### src/sv/mee_pkg.sv
`default_nettype none

package mee_pkg;

	// default configuration
	localparam int FRAC_BITS_DEF  = 60;
	localparam int COUNT_BITS_DEF = 16;

	// fixed field widths
	localparam int DATA_W  = 64;
	localparam int HALF_W  = 32;
	localparam int ACC_W   = 128;
	localparam int LIMIT_W = 16;
	localparam int OUT_W   = 16;

	localparam logic [LIMIT_W-1:0] LIMIT_RESET = 16'd2000;

	// partial product schedule, one 32x32 product per step
	localparam int STEP_W = 4;
	localparam logic [STEP_W-1:0] STEP_RR_LL = 4'd0;
	localparam logic [STEP_W-1:0] STEP_RR_LH = 4'd1;
	localparam logic [STEP_W-1:0] STEP_RR_HH = 4'd2;
	localparam logic [STEP_W-1:0] STEP_II_LL = 4'd3;
	localparam logic [STEP_W-1:0] STEP_II_LH = 4'd4;
	localparam logic [STEP_W-1:0] STEP_II_HH = 4'd5;
	localparam logic [STEP_W-1:0] STEP_RI_LL = 4'd6;
	localparam logic [STEP_W-1:0] STEP_RI_LH = 4'd7;
	localparam logic [STEP_W-1:0] STEP_RI_HL = 4'd8;
	localparam logic [STEP_W-1:0] STEP_RI_HH = 4'd9;
	localparam logic [STEP_W-1:0] STEP_LAST  = STEP_RI_HH;

	// controller to datapath commands
	typedef struct packed {
		logic              load;
		logic              start;
		logic              mul_en;
		logic [STEP_W-1:0] step;
		logic              update;
	} dp_cmd_t;

	// datapath to controller status
	typedef struct packed {
		logic escaped;
	} dp_status_t;

endpackage

`default_nettype wire

### src/sv/mee_ctrl.sv
`default_nettype none

module mee_ctrl #(
	parameter int COUNT_BITS = mee_pkg::COUNT_BITS_DEF
) (
	input  wire                              clk,
	input  wire                              arst_n,
	input  wire                              s_tvalid,
	output logic                             s_tready,
	input  wire                              cfg_valid,
	output logic                             cfg_ready,
	input  wire [mee_pkg::LIMIT_W-1:0]       cfg_data,
	output logic                             m_tvalid,
	input  wire                              m_tready,
	output logic [mee_pkg::OUT_W-1:0]        m_tdata,
	output logic                             m_tuser,
	output mee_pkg::dp_cmd_t                 cmd,
	input  wire mee_pkg::dp_status_t         status
);

	localparam int LW = (COUNT_BITS < mee_pkg::LIMIT_W) ? COUNT_BITS : mee_pkg::LIMIT_W;

	localparam logic [2:0] ST_IDLE   = 3'd0;
	localparam logic [2:0] ST_CHECK  = 3'd1;
	localparam logic [2:0] ST_MUL    = 3'd2;
	localparam logic [2:0] ST_DRAIN  = 3'd3;
	localparam logic [2:0] ST_DECIDE = 3'd4;
	localparam logic [2:0] ST_FINISH = 3'd5;

	logic [2:0]                   state_q;
	logic [mee_pkg::LIMIT_W-1:0]  limit_cfg_q;
	logic [COUNT_BITS-1:0]        limit;
	logic [COUNT_BITS-1:0]        iter_q;
	logic [mee_pkg::STEP_W-1:0]   step_q;
	logic [mee_pkg::OUT_W-1:0]    res_count_q;
	logic                         res_inside_q;
	logic                         m_tvalid_q;
	logic                         out_load;

	assign limit     = (COUNT_BITS)'(limit_cfg_q[LW-1:0]);
	assign s_tready  = (state_q == ST_IDLE);
	// limit only changes between points
	assign cfg_ready = (state_q == ST_IDLE);
	assign m_tvalid  = m_tvalid_q;
	assign out_load  = (state_q == ST_FINISH) && (!m_tvalid_q || m_tready);

	// datapath commands
	always_comb begin
		cmd.load   = s_tvalid && (state_q == ST_IDLE);
		cmd.start  = (state_q == ST_CHECK) && (iter_q != limit);
		cmd.mul_en = (state_q == ST_MUL);
		cmd.step   = step_q;
		cmd.update = (state_q == ST_DECIDE) && !status.escaped;
	end

	// iteration sequencer
	always_ff @(posedge clk or negedge arst_n) begin
		if (!arst_n) begin
			state_q      <= ST_IDLE;
			limit_cfg_q  <= mee_pkg::LIMIT_RESET;
			iter_q       <= '0;
			step_q       <= '0;
			m_tvalid_q   <= 1'b0;
		end else begin
			if (cfg_valid && cfg_ready)
				limit_cfg_q <= cfg_data;
			if (out_load)
				m_tvalid_q <= 1'b1;
			else if (m_tready)
				m_tvalid_q <= 1'b0;
			case (state_q)
				ST_IDLE: begin
					if (s_tvalid) begin
						iter_q  <= '0;
						state_q <= ST_CHECK;
					end
				end
				ST_CHECK: begin
					step_q <= '0;
					if (iter_q == limit)
						state_q <= ST_FINISH;
					else
						state_q <= ST_MUL;
				end
				ST_MUL: begin
					step_q <= step_q + (mee_pkg::STEP_W)'(1);
					if (step_q == mee_pkg::STEP_LAST)
						state_q <= ST_DRAIN;
				end
				ST_DRAIN: begin
					state_q <= ST_DECIDE;
				end
				ST_DECIDE: begin
					if (status.escaped) begin
						state_q <= ST_FINISH;
					end else begin
						iter_q  <= iter_q + (COUNT_BITS)'(1);
						state_q <= ST_CHECK;
					end
				end
				ST_FINISH: begin
					if (out_load)
						state_q <= ST_IDLE;
				end
				default: begin
					state_q <= ST_IDLE;
				end
			endcase
		end
	end

	// result capture and output register
	always_ff @(posedge clk) begin
		if (state_q == ST_CHECK && iter_q == limit) begin
			res_count_q  <= (mee_pkg::OUT_W)'(iter_q);
			res_inside_q <= 1'b1;
		end else if (state_q == ST_DECIDE && status.escaped) begin
			res_count_q  <= (mee_pkg::OUT_W)'(iter_q);
			res_inside_q <= 1'b0;
		end
		if (out_load) begin
			m_tdata <= res_count_q;
			m_tuser <= res_inside_q;
		end
	end

endmodule

`default_nettype wire

### config.mk
export PLATFORM = sky130hd
export DESIGN_NAME = mee_ctrl
export DESIGN_NICKNAME = d
export VERILOG_FILES = /design/src/sv/mee_pkg.sv /design/src/sv/mee_ctrl.sv
export SDC_FILE = /design/constraint.sdc
export NUM_CORES = 1
export LEC_CHECK = 0
export BUFFER_PORTS_ARGS = -buffer_cell sky130_fd_sc_hd__buf_4
export CORE_ASPECT_RATIO = 0.9
export CORE_MARGIN = 2
export CORE_UTILIZATION = 40
export DETAILED_ROUTE_END_ITERATION = 10
export PLACE_DENSITY = 0.62
export SETUP_SLACK_MARGIN = 0.1
export SYNTH_ARGS = -nofsm -noshare
export SYNTH_HDL_FRONTEND = slang
export SYNTH_SLANG_ARGS = --single-unit
### constraint.sdc
create_clock -name clk -period 2.9 [get_ports clk]
set_input_delay 0.145 -clock clk [delete_from_list [all_inputs] [get_ports clk]]
set_output_delay 0.145 -clock clk [all_outputs]
set_load 0.02 [all_outputs]
-- Word level (Yosys, flattened, before mapping)
Index checks and enable logic that the tools add are counted.
Widths: inputs -> output; s select.
- add/subtract/negate cells: 2
- $mul: 0
- div/mod/pow operators: 0
- $lt $le $gt $ge: 0
- equality and inequality tests: 12
- shift operators: 0
- mux-type cells: 14
- bitwise gates (word level): 0
- reductions and logical operators: 17
- operator list (operator ; number):
    $mux 16 ; 4
    $pmux 16 s2 ; 1
    $pmux 3 s6 ; 1
    $add 16x1->16 const B ; 1
    $eq 16x16->1 ; 1
    $ne 16x16->1 ; 1
    $mux 3 ; 5
    $pmux 4 s2 ; 1
    $reduce_bool 2->1 ; 4
    $logic_and 1x1->1 ; 7
    $eq 3x2->1 const B ; 2
    $eq 3x3->1 const B ; 2
    $ne 2x2->1 const B ; 3
    $reduce_and 3->1 ; 2
    $add 4x1->4 const B ; 1
    $eq 4x4->1 const B ; 1
    $eq 3x1->1 const B ; 1
    $logic_not 3->1 ; 1
    $logic_not 1->1 ; 2
    $mux 1 ; 2
    $ne 2x1->1 const B ; 1
    $logic_or 1x1->1 ; 1
- bits in registers: 74
- latch bits: 0
- memory bits (writable): 0
- memory bits (read-only): 0
- input port bits: 22
- output and inout port bits: 28
- memories: 0

-- Depth between registers and ports, before layout
Gate-level depths: netlist (run 1).
- depth after elaboration: 5
- gate-level depth with buffers: 6
- gate-level depth less buffers: 5

-- Least setup slack after synthesis (run 1)
Ideal clock, no wire load.
- path type: flip-flop to flip-flop
- from: reg iter_q[9]
- to: reg res_count_q[0] (netlist name), enable pin
- library setup time: 411 ps
- arrival time: 2269 ps
- path slack: 220 ps
- cell stages (with the launch flop): 5
- path through: dfrtp_1 -> xor2_1 -> nor4_1 -> nand4_1 -> o21ai_0
- longest elaborated chain between the ends: 3
- ends and longest elaborated chain (element ; RTL line ; text):
    start: declaration ; mee_ctrl.sv:33 ; logic [COUNT_BITS-1:0] iter_q;
    start signal: assignment ; mee_ctrl.sv:97 ; iter_q <= iter_q + (COUNT_BITS)'(1);
    $eq 16x16->1 ; mee_ctrl.sv:114 ; if (state_q == ST_CHECK && iter_q == limit) begin
    $logic_and 1x1->1 ; mee_ctrl.sv:114 ;
    $reduce_bool 2->1 (no line) ; - ;
    end signal: assignment ; mee_ctrl.sv:115 ; res_count_q <= (mee_pkg::OUT_W)'(iter_q);
    end signal: assignment ; mee_ctrl.sv:118 ; res_count_q <= (mee_pkg::OUT_W)'(iter_q);
    end: declaration ; mee_ctrl.sv:35 ; logic [mee_pkg::OUT_W-1:0] res_count_q;
Every way passes these cells.
A chain may end at the register's enable or synchronous reset.

==> flow_summary_export.csv, run 1 <==
group,metric,value,unit
outcome,status,"completed",
timing,fin_worst_skew,0.00618,ns
synth,ys_seq_area_share,64.1,%
drt,wl_per_cell,14.3,um
cells_and_area,utilization,50.0,%
worst_hold_path,worst_hold_path.num_cells,2,
critical_path,worstPathMaxFanout,8,
critical_path,cp.required,2.76,ns
synth,syn_area,3150,um^2
clock_network,cts-root-buf,"clkbuf_8",
synth,synth_top_area_share,31.5,%
floorplanning,start_util,41.5,%
drt,drt-pass1-iter-count,6,
drt,antenna_left,0,
timing,finalHoldViolCount,0,
pwr,peakVddDrop,0.368,mV
critical_path,cp-start-kind,"flop",
global_routing,grt_pass1_vias,1820,
global_routing,grt_start_max_net_pins,41,
cells_and_area,multi_input_area,1040,um^2
timing,fmax,0.470,GHz
critical_path,crit_type,"reg2out",
synth,syn_area_per_cell,13.5,um^2
floorplanning,dieArea,8600,um^2
timing,post-route-period-util,73.4,%
timing,rsz0062_at_grt,"false",
cells_and_area,antenna_cells,0,
critical_path,path_delay_family,"simple AND/OR/NAND/NOR gates",
timing,setup_tns,0,ns
synth,yosys_warnings,0,
synth,synth-edff-count,33,
cells_and_area,final_common_cell,"buf_4",
critical_path,cp.buffers_inverters,1,
timing,relSlewSlack,43.4,%
global_routing,grt_overflow,0,
clock_network,cts_buffer_depth,2,
flow_run,drv_cap,0,
cells_and_area,fillerInstances,674,
pwr,power.density,836,nW/um^2
timing,setup_violations,0,
synth,ys_types,46,
critical_path,crit_slowest_cell,"dfrtp_1",
drt,viasPerCell,4.92,
critical_path,cp_cell_sequence,"xor2_1, nor4_1, nand4_1, and2_1, buf_4",
floorplanning,rows,30,
timing,slew_viol_final,0,
cells_and_area,finalNetCount,313,
clock_network,clk_pin_slew_worst_paths,0.07,ns
clock_network,cts_num_sinks,74,
synth,synth_top_cell_by_area,"edfxtp_1",
timing,tightest_slew,0.846,ns
critical_path,rr_startpoint,"state_q[2]$_DFFE_PN0P_",
placement,gp_congestion,0.797,
critical_path,ff2ff_setup_slack,0.88,ns
critical_path,rr_endpoint,"iter_q[15]$_DFFE_PN0P_",
synth,synth_flop_cell,"dfrtp_1",
cells_and_area,regArea,2020,um^2
critical_path,crit_arrival,1.98,ns
floorplanning,die_y,88.2,um
critical_path,path_depth,5,
floorplanning,ioPinCount,50,
cells_and_area,layout-drive-gt1-share,33.1,%
drt,routed_wl,5560,um
critical_path,r2r_cells,4,
placement,dp_hpwl,3930,um
floorplanning,core,7580,um^2
clock_network,clk_latency,0.35,ns
clock_network,numCtsBuffers,9,
synth,synthesis.nets,259,
clock_network,cts_max_level,3,
critical_path,endpoint_kind,"output port",
timing,layout_setup_ws,0.771,ns
synth,synth_cells,234,
clock_network,cts_tree,"yes",
drt,drc_errors,0,
cells_and_area,fin_cells,389,
synth,synthTopCellsByArea,"edfxtp_1 31%, dfrtp_1 27%, mux2_2 6.1%",
cells_and_area,design_area,3790,um^2
synth,synth_seq_cells,74,
placement,port_buffers,49,
placement,placed_area,3580,um^2
global_routing,grt_pass1_wl,9300,um
critical_path,endpoint,"cmd[6]",
clock_network,post_cts_buffers,0,
placement,dp_cells,371,
placement,place_ws,0.880,ns
global_routing,track_usage,14.3,%
synth,synth_async_sr_flop_share,54.1,%
cells_and_area,final_cell_mix,"51 x buf_4, 34 x dfrtp_1, 33 x edfxtp_1",
drt,vias,1915,
global_routing,antenna_found_initial,0,
drt,drt_iter0_markers,100,
floorplanning,die_w,97.5,um
critical_path,slowest_delay,0.45,ns
cells_and_area,syn_to_final_growth,20.5,%
timing,period_minus_slack,2.13,ns
critical_path,critPathLaunch,"iter_q[9]$_DFFE_PN0P_",
worst_hold_path,hold_path_class,"in2reg",
pwr,leakagePower,1.61,nW
==> worst min-delay path by stage <==
stage,startpoint,to,slack (ns)
6_report,cfg_data[0],limit[0]$_DFFE_PN0P_,0.02
5_1_grt,cfg_data[0],limit[0]$_DFFE_PN0P_,0.006
4_1_cts,cfg_data[0],limit[0]$_DFFE_PN0P_,0.004
3_5_place_dp,arst_n,step_q[0]$_DFFE_PN0P_,0.16
3_3_place_gp,arst_n,step_q[0]$_DFFE_PN0P_,0.17
2_1_floorplan,arst_n,iter_q[0]$_DFFE_PN0P_,-0.15
==> cell families after synthesis <==
family                     synth area share [%]
DFF                                        64.1
buffers and inverters                      2.98
AOI/OAI and AO/OA                          7.67
adders and majority gates                  1.19
xor gates and xnor gates                   5.84
muxes                                      6.40
and+or+nand+nor                            11.8
==> metrics by stage <==
| step | power [mW] | hold WS [ns] |
|---|---|---|
| after floorplan | 2.18 | -0.151 |
| after global placement | 2.43 | 0.169 |
| after detailed placement | 2.43 | 0.159 |
| after CTS | 3.22 | 0.00385 |
| after global routing | 3.37 | 0.00620 |
| final | 3.17 | 0.0231 |
==> worst register-to-register path, cell delays in order (launching register included) <==
cell	delay, ns
dfrtp_1	0.51
and2b_1	0.36
o211ai_1	0.34
or4_1	0.58
a21oi_1	0.16
==> power breakdown <==
group / internal [mW] / switching [mW] / leakage, nW
sequential: 1.34 / 0.191 / 0.837
combinational: 0.424 / 0.444 / 0.684
clock: 0.399 / 0.378 / 0.0905
==> sequential cells by signal (all words and copies together), names as in the netlist <==
| signal | flops |
|---|---|
| m_tvalid | 1 |
| iter_q | 16 |
| limit | 16 |
| res_inside_q | 1 |
| m_tuser | 1 |
| step_q | 4 |
| state_q | 3 |
| res_count_q | 16 |
| m_tdata | 16 |
==> final cells by class <==
type / count / share of cell area [%]
well taps: 96 / 3.17
repair buffers: 53 / 10.6
multi-input cells: 144 / 27.3
clock inverters: 6 / 1.75
clock buffers: 10 / 3.36
inverters: 6 / 0.593
flip-flops and latches: 74 / 53.2
==> repair_timing <==
action	CTS	global route
hold endpoints to repair	35	0
hold buffers	2	0
gates resized for setup	0	0
==> per-layer routing <==
metal / up-vias / global-route usage [%] / routed length (um)
met4: 0 / 6.44 / 80
li1: 960 / - / -
met5: - / 0 / 0
met1: 908 / 20.6 / 2790
met3: 6 / 5.19 / 304
met2: 41 / 19.4 / 2390
==> synth_stat cells, types with 2 or more instances <==
master	n
nand3_1	7
dfrtp_1	34
dfstp_2	6
buf_6	3
a21oi_1	11
edfxtp_1	33
or3_1	7
inv_1	6
or3b_2	2
nand2_1	13
and2_1	2
nor4_1	4
nor2_1	6
o21ai_0	17
xor2_1	21
o211ai_1	4
o31ai_1	2
or4_1	2
nand4_1	2
mux2_2	17
ha_1	3
buf_2	3
and3_1	2
buf_4	2
nand3b_1	2
o21a_1	2
and2b_1	2
(Power assumes the default switching activity.)
==> run 2, diff against run 1 <==
PLACE_DENSITY = 0.6   (was 0.62)
clock period = 2.2 ns   (was 2.9 ns; I/O delays follow)
==> run 2 against run 1 <==
Net effect:
- total power up 43%
- setup slack lost 0.60 ns
- non-clock buffer count grew 24
- cell area grew 8.3%
- routed wire length up 5.1%
- critical path type unchanged
- critical endpoint unchanged
- largest cell class unchanged
==> flow_summary_export.csv, run 2 (synthesized netlist as in run 1, its figures left out) <==
group,metric,value,unit
drt,drc_errors,0,
critical_path,crit_type,"reg2out",
timing,period_minus_slack,2.03,ns
worst_hold_path,hold_path_class,"in2reg",
critical_path,rr_endpoint,"iter_q[11]$_DFFE_PN0P_",
floorplanning,ioPinCount,50,
timing,slew_viol_final,0,
floorplanning,die_w,97.5,um
timing,fmax,0.492,GHz
timing,fin_worst_skew,0.00956,ns
cells_and_area,antenna_cells,0,
timing,setup_tns,0,ns
timing,setup_violations,0,
clock_network,cts_num_sinks,74,
drt,vias,2038,
timing,hold_slack,0.136,ns
floorplanning,rows,30,
timing,finalHoldViolCount,0,
cells_and_area,layout-drive-gt1-share,36.0,%
drt,routed_wl,5850,um
clock_network,numCtsBuffers,9,
drt,met3_length,236,um
pwr,peakVddDrop,0.566,mV
clock_network,cts_buffer_depth,2,
clock_network,cts_tree,"yes",
timing,relSlewSlack,61.8,%
cells_and_area,syn_to_final_growth,30.6,%
clock_network,clk_latency,0.34,ns
drt,drt-pass1-iter-count,4,
timing,tightest_slew,0.571,ns
global_routing,grt_pass1_vias,1954,
placement,port_buffers,49,
timing,post-route-period-util,92.4,%
global_routing,grt_start_max_net_pins,41,
drt,wl_per_cell,14.2,um
global_routing,grt_overflow,0,
pwr,power.density,1110,nW/um^2
worst_hold_path,worst_hold_path.num_cells,3,
drt,antenna_left,0,
critical_path,crit_arrival,1.92,ns
worst_hold_path,hold-path-endpoint,"iter_q[13]$_DFFE_PN0P_",
flow_run,drv_cap,0,
critical_path,cp-start-kind,"flop",
critical_path,endpoint_kind,"output port",
clock_network,clk_pin_slew_worst_paths,0.08,ns
global_routing,track_usage,15.0,%
global_routing,antenna_found_initial,0,
drt,viasPerCell,4.93,
clock_network,cts-root-buf,"clkbuf_8",
critical_path,ff2ff_setup_slack,0.32,ns
critical_path,r2r_cells,5,
floorplanning,dieArea,8600,um^2
floorplanning,core,7580,um^2
drt,met2_length,2680,um
global_routing,grt_pass1_wl,10000,um
critical_path,worstPathMaxFanout,7,
floorplanning,die_y,88.2,um
placement,dp_hpwl,4010,um
outcome,status,"completed",
critical_path,cp.required,2.09,ns
pwr,leakagePower,1.74,nW
timing,rsz0062_at_grt,"true",
drt,drt_iter0_markers,80,
cells_and_area,final_cell_mix,"58 x buf_4, 33 x edfxtp_1, 31 x dfrtp_1",
placement,gp_congestion,0.760,
floorplanning,start_util,41.5,%
cells_and_area,final_common_cell,"buf_4",
critical_path,rr_startpoint,"state_q[0]$_DFFE_PN0P_",
worst_hold_path,min_from,"s_tvalid",
drt,met1Wirelength,2870,um
drt,top_layer,"met4",
clock_network,cts_max_level,3,
cells_and_area,finalNetCount,337,
[run 2: cell types whose count changed in the layout (fill, tap and decap cells not counted), moves of 2 or more]
cell / before / now
bufinv_16: 1 / 3
nor4_1: 4 / 2
inv_6: 1 / 3
dfrtp_1: 34 / 31
nor4_2: 0 / 2
dlygate4sd3_1: 2 / 18
buf_4: 51 / 58
dfrtp_2: 0 / 3
[run 2: how the worst max path moves through the flow]
| stage | startpoint | to | slack (ns) | cells after the start |
|---|---|---|---|---|
| 2_1_floorplan | iter_q[9]$_DFFE_PN0P_ | res_count_q[0]$_DFFE_PP_ | 0.23 | 4 |
| 3_3_place_gp | iter_q[6]$_DFFE_PN0P_ | res_count_q[11]$_DFFE_PP_ | 0.36 | 5 |
| 3_5_place_dp | iter_q[6]$_DFFE_PN0P_ | res_count_q[9]$_DFFE_PP_ | 0.29 | 5 |
| 4_1_cts | iter_q[3]$_DFFE_PN0P_ | cmd[6] | 0.06 | 6 |
| 5_1_grt | iter_q[10]$_DFFE_PN0P_ | cmd[6] | 0.04 | 6 |
| 6_report | iter_q[10]$_DFFE_PN0P_ | cmd[6] | 0.17 | 6 |
[run 2: repair_timing]
item                       in CTS  in global routing
buffers inserted                0                  3
setup endpoints to repair       2                  2
gates resized for setup         3                  4
hold endpoints to repair       51                  0
gates cloned                    0                  0
hold buffers                   18                  0
pin swaps                       1                  0
[run 2: report_power, final]
part           switching, mW  internal, mW
logic                  0.637         0.619
registers              0.233          1.76
clock network          0.532         0.765
total                   1.40          3.15
[run 2: worst max-delay path: stages (launching register included)]
cell and delay (ns):
dfrtp_1 0.45, xor2_1 0.20, nor4_1 0.30, nand4_1 0.15
buf_4 0.18, and2_1 0.15, buf_4 0.15
[run 2: layer usage]
layer	vias to the layer above	global-route usage, %
met4	0	6.57
met1	973	21.3
li1	1008	-
met2	51	22.2
met5	-	0
met3	6	3.67
[run 2: stage by stage]
stage	setup slack (ns)	cells	util, %	power [mW]	instance area (um^2)
2_1_floorplan	0.232	234	-	2.88	3150
3_3_place_gp	0.359	376	47.9	3.22	3630
3_5_place_dp	0.290	376	47.9	3.24	3630
4_1_cts	0.0627	410	53.7	4.60	4070
5_1_grt	0.0399	413	54.2	4.82	4110
6_report	0.167	413	54.2	4.55	4110
[run 2: layout make-up]
| type | instances | area [um^2] |
|---|---|---|
| Timing Repair Buffer | 77 | 636 |
| Sequential cell | 74 | 2020 |
| Inverter | 6 | 26.3 |
| Tap cell | 96 | 120 |
| Clock inverter | 7 | 124 |
| Fill cell | 653 | 3470 |
| Clock buffer | 9 | 124 |
| Multi-Input combinational cell | 144 | 1060 |
==> run 3, diff against run 2 <==
GPL_ROUTABILITY_DRIVEN = 0   (was default)
clock period = 2.5 ns   (was 2.2 ns; I/O delays follow)
==> run 3 against run 2 <==
Net effect:
- via count is 3.1% lower
- count of clock-buffer cells in the layout is the same
- critical path depth shrank 1
- non-clock buffer count shrank 7
- routed wire length decreased by 2.2%
- register-to-register slack better by 0.14 ns
- clock power is 12% lower
- combinational power down 17%
- total power down 13%
- cell area fell by 2.3%
- global-route usage fell by 0.16 points
- hold slack worse by 0.11 ns
- highest routed layer unchanged
==> flow_summary_export.csv, run 3 (synthesized netlist as in run 1, its figures left out) <==
group,metric,value,unit
outcome,status,"completed",
critical_path,rr_startpoint,"state_q[2]$_DFFE_PN0P_",
clock_network,cts_buffer_depth,2,
floorplanning,rows,30,
critical_path,crit_arrival,2.01,ns
clock_network,numCtsBuffers,9,
timing,fin_worst_skew,0.00497,ns
global_routing,grt_overflow,0,
floorplanning,die_y,88.2,um
critical_path,cp-start-kind,"flop",
clock_network,clk_pin_slew_worst_paths,0.08,ns
critical_path,r2r_cells,4,
placement,dp_hpwl,3970,um
drt,antenna_left,0,
critical_path,endpoint_kind,"output port",
critical_path,cp_cell_sequence,"xor2_1, nor4_1, nand4_1, and2_1, buf_4",
global_routing,track_usage,14.8,%
worst_hold_path,min_from,"cfg_data[9]",
clock_network,cts_num_sinks,74,
worst_hold_path,worst_hold_path.num_cells,2,
global_routing,grt_start_max_net_pins,41,
pwr,peakVddDrop,0.562,mV
timing,post-route-period-util,85.4,%
drt,drc_errors,0,
cells_and_area,finalNetCount,330,
timing,tightest_slew,0.846,ns
critical_path,cp.buffers_inverters,1,
floorplanning,die_w,97.5,um
pwr,power.density,984,nW/um^2
timing,finalHoldViolCount,0,
flow_run,drv_cap,0,
floorplanning,dieArea,8600,um^2
timing,layout_setup_ws,0.364,ns
timing,period_minus_slack,2.14,ns
global_routing,grt_pass1_vias,1950,
timing,hold_slack,0.0251,ns
timing,fmax,0.468,GHz
cells_and_area,antenna_cells,0,
drt,vias,1974,
cells_and_area,final_common_cell,"buf_4",
clock_network,clk_latency,0.35,ns
floorplanning,core,7580,um^2
worst_hold_path,hold-path-endpoint,"limit[9]$_DFFE_PN1P_",
timing,setup_violations,0,
placement,place_ws,0.443,ns
critical_path,path_delay_family,"simple AND/OR/NAND/NOR gates",
drt,routed_wl,5720,um
clock_network,cts_max_level,3,
critical_path,worstPathMaxFanout,8,
timing,slew_viol_final,0,
clock_network,cts-root-buf,"clkbuf_8",
clock_network,post_cts_buffers,0,
drt,drt-pass1-iter-count,4,
critical_path,crit_type,"reg2out",
timing,relSlewSlack,43.3,%
cells_and_area,syn_to_final_growth,27.5,%
cells_and_area,layout-drive-gt1-share,32.6,%
critical_path,rr_endpoint,"iter_q[15]$_DFFE_PN0P_",
placement,port_buffers,49,
cells_and_area,fillerInstances,685,
critical_path,slowest_delay,0.46,ns
worst_hold_path,hold_path_class,"in2reg",
global_routing,antenna_found_initial,0,
pwr,leakagePower,1.72,nW
clock_network,cts_tree,"yes",
drt,viasPerCell,4.86,
floorplanning,ioPinCount,50,
cells_and_area,final_cell_mix,"53 x buf_4, 34 x dfrtp_1, 33 x edfxtp_1",
critical_path,cp.required,2.38,ns
drt,wl_per_cell,14.1,um
pwr,fin_total_pwr,3.95,mW
global_routing,grt_pass1_wl,9780,um
critical_path,crit_slowest_cell,"dfrtp_1",
timing,setup_tns,0,ns
drt,drt_iter0_markers,114,
timing,rsz0062_at_grt,"false",
cells_and_area,utilization,53.0,%
floorplanning,start_util,41.5,%
critical_path,ff2ff_setup_slack,0.46,ns
## run 3: timing repair
item | in CTS | in global routing
endpoints found under the hold margin | 50 | 0
hold buffers | 17 | 0
gates resized for setup | 0 | 0
## run 3: where the power goes
| part | internal, mW | switching [mW] |
|---|---|---|
| registers | 1.55 | 0.220 |
| logic | 0.516 | 0.526 |
| clock network | 0.674 | 0.462 |
| total | 2.74 | 1.21 |
## run 3: area by class of cell
type,count,area (um^2),area share [%]
sequential,74,2020,50.3
tap,96,120,2.99
clock buffer,9,124,3.09
multi-input combinational,144,1040,25.8
clock inverter,7,125,3.12
timing repair buffer,70,568,14.1
inverter,6,22.5,0.561
## run 3: how the worst max path moves through the flow
stage / to / cells after the start / from
5_1_grt: cmd[6] / 5 / iter_q[9]$_DFFE_PN0P_
3_3_place_gp: res_count_q[15]$_DFFE_PP_ / 5 / iter_q[9]$_DFFE_PN0P_
4_1_cts: cmd[6] / 5 / iter_q[9]$_DFFE_PN0P_
6_report: cmd[6] / 5 / iter_q[9]$_DFFE_PN0P_
2_1_floorplan: res_count_q[0]$_DFFE_PP_ / 4 / iter_q[9]$_DFFE_PN0P_
3_5_place_dp: res_count_q[14]$_DFFE_PP_ / 5 / iter_q[9]$_DFFE_PN0P_
## run 3: per-stage QoR
stage	std cells	cell area, um^2
floorplan	234	3150
global placement	373	3600
detailed placement	373	3600
CTS	406	4020
global route	406	4020
finish	406	4020
## run 3: per-layer routing
layer / up-vias / share of wire [%] / track usage, %
li1: 993 / - / -
met1: 920 / 50 / 20.5
met2: 52 / 44 / 21.6
met3: 9 / 4.3 / 4.95
met4: 0 / 1.7 / 6.31
met5: - / 0 / 0
